[src/hdl/imu_cf_pkg.sv]
// Shared constants, types and helper functions for the IMU complementary filter.
package imu_cf_pkg;

    localparam int CORDIC_STEPS = 20;

    localparam int IN_W      = 16;
    localparam int ANG_W     = 32;
    localparam int XY_W      = 34;
    localparam int Z_W       = 26;
    localparam int PROD_W    = 50;
    localparam int IDX_W     = 5;
    localparam int MAG_W     = 18;
    localparam int GAIN_W    = 16;
    localparam int WGT_W     = 17;
    localparam int CFG_ADDR_W = 2;
    localparam int CFG_DATA_W = 17;

    localparam logic [IDX_W-1:0] CORDIC_LAST = IDX_W'(CORDIC_STEPS - 1);

    localparam logic [CFG_ADDR_W-1:0] REG_MAG_LOW  = 2'd0;
    localparam logic [CFG_ADDR_W-1:0] REG_MAG_HIGH = 2'd1;
    localparam logic [CFG_ADDR_W-1:0] REG_GAIN     = 2'd2;
    localparam logic [CFG_ADDR_W-1:0] REG_WEIGHT   = 2'd3;

    localparam logic [WGT_W-1:0] WEIGHT_ONE = 17'h10000;
    localparam logic signed [Z_W-1:0] Z_NINETY = Z_W'(90 * 65536);

    typedef struct packed {
        logic                   start;
        logic signed [IN_W-1:0] y;
        logic signed [IN_W-1:0] x;
    } cordic_req_t;

    typedef struct packed {
        logic busy;
        logic valid;
    } cordic_stat_t;

    // atan(2^-i) in Q16.16 degrees
    function automatic logic signed [Z_W-1:0] atan_deg(input logic [IDX_W-1:0] i);
        logic signed [Z_W-1:0] r;
        case (i)
            5'd0:  r = 26'sd2949120;
            5'd1:  r = 26'sd1740967;
            5'd2:  r = 26'sd919879;
            5'd3:  r = 26'sd466945;
            5'd4:  r = 26'sd234379;
            5'd5:  r = 26'sd117304;
            5'd6:  r = 26'sd58666;
            5'd7:  r = 26'sd29335;
            5'd8:  r = 26'sd14668;
            5'd9:  r = 26'sd7334;
            5'd10: r = 26'sd3667;
            5'd11: r = 26'sd1833;
            5'd12: r = 26'sd917;
            5'd13: r = 26'sd458;
            5'd14: r = 26'sd229;
            5'd15: r = 26'sd115;
            5'd16: r = 26'sd57;
            5'd17: r = 26'sd29;
            5'd18: r = 26'sd14;
            5'd19: r = 26'sd7;
            5'd20: r = 26'sd4;
            5'd21: r = 26'sd2;
            5'd22: r = 26'sd1;
            default: r = '0;
        endcase
        return r;
    endfunction

    function automatic logic signed [ANG_W-1:0] sat32(input logic signed [XY_W-1:0] v);
        logic signed [ANG_W-1:0] r;
        if (v[XY_W-1:ANG_W-1] == '0 || v[XY_W-1:ANG_W-1] == '1) begin
            r = v[ANG_W-1:0];
        end else if (v[XY_W-1]) begin
            r = {1'b1, {(ANG_W-1){1'b0}}};
        end else begin
            r = {1'b0, {(ANG_W-1){1'b1}}};
        end
        return r;
    endfunction

    function automatic logic [IN_W:0] abs16(input logic signed [IN_W-1:0] v);
        logic [IN_W:0] e;
        e = {v[IN_W-1], v};
        return v[IN_W-1] ? (~e + 17'd1) : e;
    endfunction

endpackage

[src/hdl/imu_cf_mul.sv]
// Shared signed-by-unsigned multiplier with registered product.
module imu_cf_mul (
    input  logic                                     aclk,
    input  logic signed [imu_cf_pkg::ANG_W-1:0]      a,
    input  logic        [imu_cf_pkg::WGT_W-1:0]      b,
    output logic signed [imu_cf_pkg::PROD_W-1:0]     prod
);

    logic signed [imu_cf_pkg::WGT_W:0]    b_s;
    logic signed [imu_cf_pkg::PROD_W-1:0] prod_reg;
    logic signed [imu_cf_pkg::PROD_W-1:0] prod_next;

    assign b_s = {1'b0, b};

    always_comb begin
        prod_next = a * b_s;
    end

    always_ff @(posedge aclk) begin
        prod_reg <= prod_next;
    end

    assign prod = prod_reg;

endmodule

[src/hdl/imu_cf_cordic.sv]
// Iterative CORDIC vectoring unit: atan2(y, x) in Q16.16 degrees, one step per cycle.
module imu_cf_cordic (
    input  logic                                 aclk,
    input  logic                                 aresetn,
    input  imu_cf_pkg::cordic_req_t              req,
    output imu_cf_pkg::cordic_stat_t             stat,
    output logic signed [imu_cf_pkg::Z_W-1:0]    angle
);

    localparam int XW = imu_cf_pkg::XY_W;
    localparam int ZW = imu_cf_pkg::Z_W;

    logic signed [XW-1:0] x_reg, x_next, y_reg, y_next;
    logic signed [ZW-1:0] z_reg, z_next;
    logic [imu_cf_pkg::IDX_W-1:0] cnt_reg, cnt_next;
    logic zero_reg, zero_next;
    logic busy_reg, busy_next;
    logic valid_reg, valid_next;

    logic signed [XW-1:0] xs, ys, dx, dy;
    logic signed [ZW-1:0] at;

    // inputs scaled by 2^14
    assign xs = {{(XW-30){req.x[15]}}, req.x, 14'd0};
    assign ys = {{(XW-30){req.y[15]}}, req.y, 14'd0};
    assign dx = y_reg >>> cnt_reg;
    assign dy = x_reg >>> cnt_reg;
    assign at = imu_cf_pkg::atan_deg(cnt_reg);

    always_comb begin
        x_next     = x_reg;
        y_next     = y_reg;
        z_next     = z_reg;
        cnt_next   = cnt_reg;
        zero_next  = zero_reg;
        busy_next  = busy_reg;
        valid_next = valid_reg;
        if (req.start) begin
            zero_next  = (req.x == '0) && (req.y == '0);
            cnt_next   = '0;
            busy_next  = 1'b1;
            valid_next = 1'b0;
            if (req.x[15]) begin
                if (!req.y[15]) begin
                    x_next = ys;
                    y_next = -xs;
                    z_next = imu_cf_pkg::Z_NINETY;
                end else begin
                    x_next = -ys;
                    y_next = xs;
                    z_next = -imu_cf_pkg::Z_NINETY;
                end
            end else begin
                x_next = xs;
                y_next = ys;
                z_next = '0;
            end
        end else if (busy_reg) begin
            if (!y_reg[XW-1]) begin
                x_next = x_reg + dx;
                y_next = y_reg - dy;
                z_next = z_reg + at;
            end else begin
                x_next = x_reg - dx;
                y_next = y_reg + dy;
                z_next = z_reg - at;
            end
            if (cnt_reg == imu_cf_pkg::CORDIC_LAST) begin
                busy_next  = 1'b0;
                valid_next = 1'b1;
            end else begin
                cnt_next = cnt_reg + 1'b1;
            end
        end
    end

    always_ff @(posedge aclk) begin
        if (!aresetn) begin
            busy_reg  <= 1'b0;
            valid_reg <= 1'b0;
        end else begin
            busy_reg  <= busy_next;
            valid_reg <= valid_next;
        end
    end

    always_ff @(posedge aclk) begin
        x_reg    <= x_next;
        y_reg    <= y_next;
        z_reg    <= z_next;
        cnt_reg  <= cnt_next;
        zero_reg <= zero_next;
    end

    assign stat.busy  = busy_reg;
    assign stat.valid = valid_reg;
    assign angle      = zero_reg ? '0 : z_reg;

endmodule

[src/hdl/imu_complementary_filter.sv]
// Top level: pitch/roll complementary filter with shared CORDIC and multiplier.
//
// Each input beat carries accel X/Y/Z and gyro X/Y; each output beat carries the
// updated pitch and roll (Q16.16 degrees, saturated) and a flag telling whether the
// accelerometer correction was applied. s_tready is high only while no sample is
// being processed. A sample whose accel magnitude is outside the trusted window
// goes from the gyro update straight to the output state; a trusted sample is paced
// by the two atan2 runs on the single iterative CORDIC unit; the blend multiplies
// share one 32x18 multiplier and overlap the second CORDIC run. A finished result
// waits in the output register while the next sample is accepted.
module imu_complementary_filter (
    input  logic                                    aclk,
    input  logic                                    aresetn,
    input  logic                                    s_tvalid,
    output logic                                    s_tready,
    // accel_x, accel_y, accel_z, gyro_x, gyro_y
    input  logic [79:0]                             s_tdata,
    output logic                                    m_tvalid,
    input  logic                                    m_tready,
    // pitch_out, roll_out
    output logic [63:0]                             m_tdata,
    // accel_trusted
    output logic                                    m_tuser,
    input  logic                                    cfg_wr_en,
    input  logic [imu_cf_pkg::CFG_ADDR_W-1:0]       cfg_addr,
    input  logic [imu_cf_pkg::CFG_DATA_W-1:0]       cfg_wr_data
);

    localparam int AW = imu_cf_pkg::ANG_W;
    localparam int PW = imu_cf_pkg::PROD_W;
    localparam int XW = imu_cf_pkg::XY_W;
    localparam int ZW = imu_cf_pkg::Z_W;

    localparam logic [3:0] ST_IDLE = 4'd0;
    localparam logic [3:0] ST_G1   = 4'd1;
    localparam logic [3:0] ST_G2   = 4'd2;
    localparam logic [3:0] ST_G3   = 4'd3;
    localparam logic [3:0] ST_WP   = 4'd4;
    localparam logic [3:0] ST_B1   = 4'd5;
    localparam logic [3:0] ST_B2   = 4'd6;
    localparam logic [3:0] ST_B3   = 4'd7;
    localparam logic [3:0] ST_WR   = 4'd8;
    localparam logic [3:0] ST_C1   = 4'd9;
    localparam logic [3:0] ST_C2   = 4'd10;
    localparam logic [3:0] ST_C3   = 4'd11;
    localparam logic [3:0] ST_OUT  = 4'd12;

    logic [3:0] state_reg, state_next;
    logic signed [15:0] ax_reg, ax_next, ay_reg, ay_next, az_reg, az_next;
    logic signed [15:0] gx_reg, gx_next, gy_reg, gy_next;
    logic trusted_reg, trusted_next;
    logic signed [AW-1:0] pitch_reg, pitch_next, roll_reg, roll_next;
    logic signed [ZW-1:0] accp_reg, accp_next;
    logic signed [PW-1:0] sum_reg, sum_next;
    logic [16:0] mag_low_reg, mag_low_next, mag_high_reg, mag_high_next;
    logic [15:0] gain_reg, gain_next;
    logic [16:0] weight_reg, weight_next;
    logic m_tvalid_reg, m_tvalid_next;
    logic signed [AW-1:0] out_pitch_reg, out_pitch_next, out_roll_reg, out_roll_next;
    logic out_trusted_reg, out_trusted_next;

    imu_cf_pkg::cordic_req_t  cord_req;
    imu_cf_pkg::cordic_stat_t cord_stat;
    logic signed [ZW-1:0]     cord_angle;

    logic signed [AW-1:0] mul_a;
    logic [16:0]          mul_b;
    logic signed [PW-1:0] prod;

    logic [imu_cf_pkg::MAG_W-1:0] mag;
    logic [16:0]          w_eff, w_rem;
    logic signed [PW-1:0] gyro_rnd, blend_sum;
    logic signed [XW-1:0] gyro_inc, blend_q, pitch_ext, roll_ext;

    imu_cf_cordic u_cordic (
        .aclk    (aclk),
        .aresetn (aresetn),
        .req     (cord_req),
        .stat    (cord_stat),
        .angle   (cord_angle)
    );

    imu_cf_mul u_mul (
        .aclk (aclk),
        .a    (mul_a),
        .b    (mul_b),
        .prod (prod)
    );

    assign mag = {1'b0, imu_cf_pkg::abs16(ax_reg)} + {1'b0, imu_cf_pkg::abs16(ay_reg)}
               + {1'b0, imu_cf_pkg::abs16(az_reg)};
    assign w_eff     = weight_reg[16] ? imu_cf_pkg::WEIGHT_ONE : weight_reg;
    assign w_rem     = imu_cf_pkg::WEIGHT_ONE - w_eff;
    assign gyro_rnd  = prod + PW'(128);
    assign gyro_inc  = gyro_rnd[XW+7:8];
    assign blend_sum = sum_reg + prod;
    assign blend_q   = blend_sum[XW+15:16];
    assign pitch_ext = {{(XW-AW){pitch_reg[AW-1]}}, pitch_reg};
    assign roll_ext  = {{(XW-AW){roll_reg[AW-1]}}, roll_reg};

    always_comb begin
        state_next       = state_reg;
        ax_next          = ax_reg;
        ay_next          = ay_reg;
        az_next          = az_reg;
        gx_next          = gx_reg;
        gy_next          = gy_reg;
        trusted_next     = trusted_reg;
        pitch_next       = pitch_reg;
        roll_next        = roll_reg;
        accp_next        = accp_reg;
        sum_next         = sum_reg;
        mag_low_next     = mag_low_reg;
        mag_high_next    = mag_high_reg;
        gain_next        = gain_reg;
        weight_next      = weight_reg;
        m_tvalid_next    = m_tvalid_reg;
        out_pitch_next   = out_pitch_reg;
        out_roll_next    = out_roll_reg;
        out_trusted_next = out_trusted_reg;
        mul_a            = '0;
        mul_b            = '0;
        cord_req.start   = 1'b0;
        cord_req.y       = ax_reg;
        cord_req.x       = az_reg;

        if (cfg_wr_en) begin
            case (cfg_addr)
                imu_cf_pkg::REG_MAG_LOW:  mag_low_next  = cfg_wr_data;
                imu_cf_pkg::REG_MAG_HIGH: mag_high_next = cfg_wr_data;
                imu_cf_pkg::REG_GAIN:     gain_next     = cfg_wr_data[15:0];
                imu_cf_pkg::REG_WEIGHT:   weight_next   = cfg_wr_data;
                default: ;
            endcase
        end

        if (m_tvalid_reg && m_tready) begin
            m_tvalid_next = 1'b0;
        end

        case (state_reg)
            ST_IDLE: begin
                if (s_tvalid) begin
                    ax_next        = s_tdata[15:0];
                    ay_next        = s_tdata[31:16];
                    az_next        = s_tdata[47:32];
                    gx_next        = s_tdata[63:48];
                    gy_next        = s_tdata[79:64];
                    cord_req.start = 1'b1;
                    cord_req.y     = s_tdata[31:16];
                    cord_req.x     = s_tdata[47:32];
                    state_next     = ST_G1;
                end
            end
            ST_G1: begin
                mul_a        = {{(AW-16){gx_reg[15]}}, gx_reg};
                mul_b        = {1'b0, gain_reg};
                trusted_next = (mag > {1'b0, mag_low_reg}) && (mag < {1'b0, mag_high_reg});
                state_next   = ST_G2;
            end
            ST_G2: begin
                mul_a      = {{(AW-16){gy_reg[15]}}, gy_reg};
                mul_b      = {1'b0, gain_reg};
                pitch_next = imu_cf_pkg::sat32(pitch_ext + gyro_inc);
                state_next = ST_G3;
            end
            ST_G3: begin
                roll_next  = imu_cf_pkg::sat32(roll_ext - gyro_inc);
                state_next = trusted_reg ? ST_WP : ST_OUT;
            end
            ST_WP: begin
                if (cord_stat.valid) begin
                    accp_next      = cord_angle;
                    cord_req.start = 1'b1;
                    state_next     = ST_B1;
                end
            end
            ST_B1: begin
                mul_a      = pitch_reg;
                mul_b      = w_eff;
                state_next = ST_B2;
            end
            ST_B2: begin
                mul_a      = {{(AW-ZW){accp_reg[ZW-1]}}, accp_reg};
                mul_b      = w_rem;
                sum_next   = prod + PW'(32768);
                state_next = ST_B3;
            end
            ST_B3: begin
                pitch_next = imu_cf_pkg::sat32(blend_q);
                state_next = ST_WR;
            end
            ST_WR: begin
                if (cord_stat.valid) begin
                    state_next = ST_C1;
                end
            end
            ST_C1: begin
                mul_a      = roll_reg;
                mul_b      = w_eff;
                state_next = ST_C2;
            end
            ST_C2: begin
                mul_a      = {{(AW-ZW){cord_angle[ZW-1]}}, cord_angle};
                mul_b      = w_rem;
                sum_next   = prod + PW'(32768);
                state_next = ST_C3;
            end
            ST_C3: begin
                roll_next  = imu_cf_pkg::sat32(blend_q);
                state_next = ST_OUT;
            end
            ST_OUT: begin
                if (!m_tvalid_reg || m_tready) begin
                    out_pitch_next   = pitch_reg;
                    out_roll_next    = roll_reg;
                    out_trusted_next = trusted_reg;
                    m_tvalid_next    = 1'b1;
                    state_next       = ST_IDLE;
                end
            end
            default: begin
                state_next = ST_IDLE;
            end
        endcase
    end

    always_ff @(posedge aclk) begin
        if (!aresetn) begin
            state_reg    <= ST_IDLE;
            pitch_reg    <= '0;
            roll_reg     <= '0;
            mag_low_reg  <= 17'd8192;
            mag_high_reg <= 17'd32768;
            gain_reg     <= 16'd10230;
            weight_reg   <= 17'd64225;
            m_tvalid_reg <= 1'b0;
        end else begin
            state_reg    <= state_next;
            pitch_reg    <= pitch_next;
            roll_reg     <= roll_next;
            mag_low_reg  <= mag_low_next;
            mag_high_reg <= mag_high_next;
            gain_reg     <= gain_next;
            weight_reg   <= weight_next;
            m_tvalid_reg <= m_tvalid_next;
        end
    end

    always_ff @(posedge aclk) begin
        ax_reg          <= ax_next;
        ay_reg          <= ay_next;
        az_reg          <= az_next;
        gx_reg          <= gx_next;
        gy_reg          <= gy_next;
        trusted_reg     <= trusted_next;
        accp_reg        <= accp_next;
        sum_reg         <= sum_next;
        out_pitch_reg   <= out_pitch_next;
        out_roll_reg    <= out_roll_next;
        out_trusted_reg <= out_trusted_next;
    end

    assign s_tready = (state_reg == ST_IDLE);
    assign m_tvalid = m_tvalid_reg;
    assign m_tdata  = {out_roll_reg, out_pitch_reg};
    assign m_tuser  = out_trusted_reg;

`ifndef SYNTHESIS
    a_accept_starts: assert property (@(posedge aclk) disable iff (!aresetn)
        (s_tvalid && s_tready) |=> (state_reg == ST_G1))
        else $error("accepted beat did not start processing");

    a_blend_overlap: assert property (@(posedge aclk) disable iff (!aresetn)
        (state_reg == ST_B1) |-> (trusted_reg && cord_stat.busy && !cord_stat.valid))
        else $error("pitch blend without roll CORDIC running");

    a_untrusted_skip: assert property (@(posedge aclk) disable iff (!aresetn)
        (state_reg == ST_G3 && !trusted_reg) |=> (state_reg == ST_OUT))
        else $error("untrusted sample entered CORDIC path");

    a_out_source: assert property (@(posedge aclk) disable iff (!aresetn)
        $rose(m_tvalid_reg) |-> $past(state_reg == ST_OUT))
        else $error("output beat raised outside output state");
`endif

endmodule

[config.mk]
export PLATFORM = sky130hd
export DESIGN_NAME = imu_complementary_filter
export DESIGN_NICKNAME = d
export VERILOG_FILES = /design/src/hdl/imu_cf_pkg.sv /design/src/hdl/imu_cf_mul.sv /design/src/hdl/imu_cf_cordic.sv /design/src/hdl/imu_complementary_filter.sv
export SDC_FILE = /design/constraint.sdc
export NUM_CORES = 2
export LEC_CHECK = 0
export BUFFER_PORTS_ARGS = -buffer_cell sky130_fd_sc_hd__buf_2
export CORE_ASPECT_RATIO = 1.1
export CORE_MARGIN = 5
export CORE_UTILIZATION = 25
export DETAILED_ROUTE_END_ITERATION = 12
export HOLD_SLACK_MARGIN = 0.08
export PLACE_DENSITY_LB_ADDON = 0.3
export SYNTH_ARGS = -nofsm -noshare
export SYNTH_HDL_FRONTEND = slang
export SYNTH_SLANG_ARGS = --single-unit
[constraint.sdc]
create_clock -name aclk -period 17 [get_ports aclk]
set_input_delay 0.85 -clock aclk [delete_from_list [all_inputs] [get_ports aclk]]
set_output_delay 0.85 -clock aclk [all_outputs]
set_load 0.005 [all_outputs]
* After elaboration in Yosys (flattened, before gate mapping)
Memories as Yosys holds them, arrays and structs flattened. A register that Yosys moved wholly into a read port is not among the register bits.
Cells that the tools add are included.
** Storage, ports and cells
- Memories :: 1
- Flip-flop bits (word level) :: 510
- Bits in latches :: 0
- Input bits :: 104
- Bits in read-only memories :: 704
- Output and inout bits :: 67
- Memory bits (writable) :: 0
- Word-level logic and storage cells :: 161
** Operators by class
- Eq/ne operators :: 23
- Muxes and demuxes :: 48
- Order comparisons :: 2
- Multiply operators :: 1
- Reductions and logical operators :: 32
- Div/mod/pow operators :: 0
- Shift-type cells :: 2
- Bitwise logic cells :: 5
- Add/subtract/negate cells :: 20
** Memory list
- (name not given) :: words 32, bits a word 22, rd ports 1, clocked after Yosys merged registers in 1, write ports 0, RTL line imu_cf_pkg.sv:42 : case (i)
** Operator list (number)
- 34-bit two-way mux :: 10
- 32-bit two-way mux :: 7
- 32-bit case mux with 6 select lines :: 1
- 26-bit two-way mux :: 6
- 32-bit case mux with 2 select lines :: 2
- 34-bit adder :: 2
- 17-bit two-way mux :: 4
- 30-bit negator with 34-bit output :: 2
- 34-bit by 5-bit >>> shifter with 34-bit output :: 2
- 34-bit subtractor :: 2
- 4-bit case mux with 13 select lines :: 1
- 17-bit by 1-bit adder with 17-bit output (second input constant) :: 3
- 17-bit NOT :: 3
- 17-bit case mux with 3 select lines :: 1
- 50-bit by 17-bit adder with 50-bit output (second input constant) :: 1
- 50-bit adder :: 1
- 32-bit by 18-bit multiplier with 50-bit output :: 1
- 42-bit by 9-bit adder with 42-bit output (second input constant) :: 1
- 32-bit by 34-bit adder with 34-bit output :: 1
- 32-bit by 34-bit subtractor with 34-bit output :: 1
- 33-bit two-way mux :: 1
- 16-bit logical NOT :: 2
- 26-bit adder :: 1
- 26-bit subtractor :: 1
- other kinds (31) :: 76

* Depth between registers and ports, before layout
- Word-level depth :: 7
- Mapped depth :: 38
- Depth with buffers taken out :: 34

* Modules after synthesis
Synthesis repeated with hierarchy kept, for this count alone.
** Unflattened totals
- Cell total of the unflattened synthesis :: 7007
- Area, all modules :: 61702.9 um^2
** By module, submodules not included
- imu_complementary_filter :: sequential area each 9389.0 um^2, area each 24387.1 um^2, cells each 2775, times used 1
- imu_cf_mul :: sequential area each 1001.0 um^2, area each 20377.0 um^2, cells each 2267, times used 1
- imu_cf_cordic :: sequential area each 3433.3 um^2, area each 16938.7 um^2, cells each 1965, times used 1

* Worst setup path after synthesis
OpenSTA, ideal clock, no wires.
- Path kind :: reg2reg
- Start :: register state_reg[0]
- End :: register u_mul.prod_reg (netlist bit u_mul.prod[49])
- Clock period less this slack :: 9693 ps
- Library setup time :: 125 ps
- Arrival :: 9567 ps
- Path buffers :: 5
- Required time :: 16875 ps
- Path slack :: 7307 ps
- Stages on the path, launching flop included :: 36
- Path through :: dfxtp_1 clkbuf_1 nand2b_1 clkbuf_1 a21o_1 clkbuf_1 clkinv_1 nand2_1 clkbuf_1 o21ai_0 a221oi_1 clkbuf_1 nor2_1 fa_1 inv_1 fa_1 fa_1 inv_1 fa_1 fa_1 inv_1 fa_1 inv_1 ha_1 nand3_1 or3_1 nor2_1 a211oi_1 o211a_1 o21ai_0 nand4_1 a21boi_0 o21a_1 a31oi_1 o31ai_1 xnor2_1
** Between the ends
- Cells in the longest elaborated chain, start to end :: 4
- Elaborated cells on any way between the ends :: 12
- Those cells by class :: 1 x mul; 6 x eq/ne; 2 x mux; 3 x reduce/logical
** RTL lines
- from (decl) :: RTL line imu_complementary_filter.sv:48 : logic [3:0] state_reg, state_next;
- from (signal assigned) :: RTL line imu_complementary_filter.sv:239 : state_reg <= state_next;
- 4-bit equality test, or another cell as far along :: RTL line imu_complementary_filter.sv:141 : case (state_reg)
- 2-bit OR reduction (no line)
- 17-bit case mux with 3 select lines :: RTL line imu_complementary_filter.sv:141
- 32-bit by 18-bit multiplier with 50-bit output * :: RTL line imu_cf_mul.sv:16 : prod_next = a * b_s;
- via u_mul.prod_next (one bit) :: RTL line imu_cf_mul.sv:11 : logic signed [imu_cf_pkg::PROD_W-1:0] prod_next;
- to (signal assigned) :: RTL line imu_cf_mul.sv:20 : prod_reg <= prod_next;
- to (decl) :: RTL line imu_cf_mul.sv:10 : logic signed [imu_cf_pkg::PROD_W-1:0] prod_reg;
Mark *: on every way through the listed nets, which the timed path passes. The rest lies on a longest branch.
A chain may end at the register's enable or synchronous reset.

* Final worst setup path
- Start :: register state_reg[2]
- End :: register u_mul.prod_reg (netlist bit u_mul.prod[49])
Same word-level chain as after synthesis.

==> results.py <==
metrics = {
    "outcome": {
        "status": "finished clean",
    },
    "clock_tree": {
        "cts_buffers": 70,
        "clockBufferDepth": 3,
        "clock_sinks": 532,
        "clock_latency_ns": 0.71,
        "cts_resized": 0,
        "cts_htree_levels": 3,
        "postCtsHoldBufs": 0,
        "post_cts_buffers": 0,
        "clockRootBuffer": "clkbuf_16",
        "tritoncts": "built",
        "clk_pin_slew_worst_paths_ns": 0.06,
    },
    "drt": {
        "wl_mm": 217,
        "num_vias": 50700,
        "firstDrtPassIters": 6,
        "viasPerCell": 5.09,
        "drc": 0,
        "antenna_left": 0,
        "drt-wirelength-per-cell_microns": 21.8,
        "first_iter_violations": 4499,
    },
    "final_layout": {
        "seq_area_sq_um": 13800,
        "drive_above_1_share": 0.0785,
        "synthToLayoutAreaGrowth_pct": 10.8,
        "multiInputGateArea_sq_um": 41500,
        "fillerInstances": 25300,
        "final_nets": 7826,
    },
    "synth": {
        "netlist_area_sq_um": 59400,
        "synth_cells": 6769,
        "yosys_warnings": 0,
        "ys_seq_area_frac": 0.233,
        "synth.ff_latch_count": 532,
        "ys.flop_type": "edfxtp_1",
        "async_reset_ff_frac": 0,
        "synth_cell_types": 106,
        "syn_area_per_cell_sq_um": 8.78,
        "synth_edf_count": 317,
    },
    "critical_path": {
        "cp_max_fo": 58,
        "end_kind": "flop",
        "slowest_stage": "a21boi_0",
        "critPathKind": "reg -> reg",
        "worst-endpoint-required_ns": 17.56,
        "cp_top_family": "adder cells",
        "cpMostUsedCell": "fa_1",
        "start_kind": "flop",
        "crit_path_max_incr_delay_ns": 0.82,
        "arrival_ns": 11.17,
        "worst-path-buf-inv": 7,
    },
    "timing": {
        "clock_skew_ns": 0.0513,
        "slew_viol_final": 0,
        "timing.slew.headroom": 0.119,
        "hold_ws_ns": 0.336,
        "fin_crit_ns": 10.61,
        "post-route-period-util": 0.624,
        "finalHoldViolations": 0,
        "worst_pin_slew_ns": 1.30,
        "fmax_ghz": 0.0942,
        "setup_viol": 0,
        "finalSetupTns_ns": 0,
        "rsz0062_at_grt": "false",
    },
    "power_and_ir_drop": {
        "p_seq_frac": 0.191,
        "pwr-share-comb": 0.677,
        "p_int_w": 0.00582,
        "clockPowerShare": 0.132,
        "p_leak_nw": 27.8,
        "power_w": 0.0116,
        "p_sw_w": 0.00573,
        "ir_drop_uv": 146,
        "power.density_nw_per_um2": 175,
        "p_sw_frac": 0.496,
    },
    "place": {
        "port_buffers": 170,
        "post-dp-hpwl_mm": 172,
        "gp_congestion": 0.930,
    },
    "global_route": {
        "grt_usage": 0.171,
        "overflow": 0,
        "antenna_found_initial": 12,
        "grt_pass1_vias": 50700,
        "grt_pass1_wl_mm": 325,
        "grt_start_max_net_pins": 101,
    },
    "min_path": {
        "hold_class": "in -> reg",
    },
    "floorplanning": {
        "die-area_sq_um": 247000,
        "die_h_microns": 521,
        "std_cell_rows": 187,
        "io_pins": 171,
        "die_width_microns": 475,
        "initial_core_util": 0.251,
        "core_sq_um": 236000,
    },
    "job": {
        "cap_violations": 0,
    },
}
[layer usage]
layer  global-route usage  share of wire  vias to the layer above
li1                     -              -                    23300
met1                0.230           0.44                    25400
met2                0.284           0.47                     1746
met3               0.0252          0.060                      328
met4               0.0485          0.031                        2
met5                    0       0.000092                        -
[power groups by stage]
stage / clock (W) / combinational (W) / sequential, W
finish: 0.00152 / 0.00782 / 0.00221
global route: 0.00161 / 0.00862 / 0.00224
CTS: 0.00156 / 0.00776 / 0.00221
detailed placement: 0 / 0.00771 / 0.00223
global placement: 0 / 0.00761 / 0.00222
floorplan: 0 / 0.00585 / 0.00200
[cell usage after synthesis, drive strengths merged (17+ instances only)]
cell	count	area, sq um
a211oi	54	405
a21boi	19	143
a21o	134	1010
a21oi	531	2660
a221o	17	171
a221oi	20	175
a22oi	76	571
a31oi	56	350
and2	42	263
and3	64	400
buf	64	468
clkbuf	244	923
dfxtp	215	4300
edfxtp	317	9520
fa	544	10900
ha	391	4890
inv	760	2850
mux2	45	510
mux2i	68	684
mux4	71	1640
nand2	756	2840
nand2b	59	369
nand3	150	756
nand4	51	319
nor2	684	2570
nor2b	66	413
nor3	101	517
nor4	21	131
o211ai	25	193
o21a	53	398
o21ai	293	1470
o21bai	34	255
o31ai	44	330
or2	23	144
or3	32	205
xnor2	304	2660
xor2	130	1140
[cell usage in the layout, fill, tap and decap left out, types with 30 or more instances in the layout]
cell         n
xnor2_1    304
nor2_1     675
inv_1      756
fa_1       544
a22oi_1     76
nor2b_1     66
a31oi_1     56
mux2_2      40
xor2_1     130
nor3_1      98
or3_1       30
clkbuf_16   73
nand2b_1    59
a21o_1     133
nand4_1     51
nand2_1    754
ha_1       391
a21oi_1    529
and3_1      64
mux2i_1     66
o31ai_1     44
buf_2      170
mux4_2      59
o21ai_0    271
buf_4       81
o21bai_1    34
a211oi_1    54
nand3_1    149
edfxtp_1   317
dfxtp_1    211
and2_1      40
o21a_1      53
[stage by stage]
| step | utilization | cells | setup WS, ns | cell area, sq um |
|---|---|---|---|---|
| 2_1_floorplan | - | 6771 | 7.31 | 59400 |
| 3_3_place_gp | 0.269 | 9833 | 6.64 | 63500 |
| 3_5_place_dp | 0.269 | 9833 | 6.50 | 63500 |
| 4_1_cts | 0.279 | 9962 | 6.42 | 65800 |
| 5_1_grt | 0.279 | 9962 | 5.88 | 65800 |
| 6_report | 0.279 | 9972 | 6.39 | 65800 |
[cell families after synthesis]
kind of cell	after synthesis	synth area share
xor gates and xnor gates	434	0.0640
buffers and inverters	1071	0.0716
muxes	184	0.0478
and+or+nand+nor	2106	0.159
adders and majority gates	935	0.266
AOI/OAI and AO/OA	1506	0.159
DFF	532	0.233
other	1	0.0000631
[worst paths after layout]
path                                   from  slack [ns]  cells past startpoint                      to
setup / recovery  state_reg[2]$_SDFFE_PN0P_        6.39                     31  u_mul.prod[49]$_DFF_P_
hold / removal                  s_tdata[69]        0.34                      1     gy_reg[5]$_DFFE_PP_
setup reg to reg  state_reg[2]$_SDFFE_PN0P_        6.39                     31  u_mul.prod[49]$_DFF_P_
hold reg to reg       u_mul.prod[2]$_DFF_P_        0.44                      0    sum_reg[2]$_DFFE_PN_
[final cells by class]
class,count,area share
well taps,3118,0.0593
multi-input cells,5168,0.630
repair buffers,252,0.0225
diodes,10,0.000380
flip-flops and latches,532,0.210
clock buffers,101,0.0302
clock inverters,28,0.00426
inverters,763,0.0436
(Power assumes the default switching activity.)
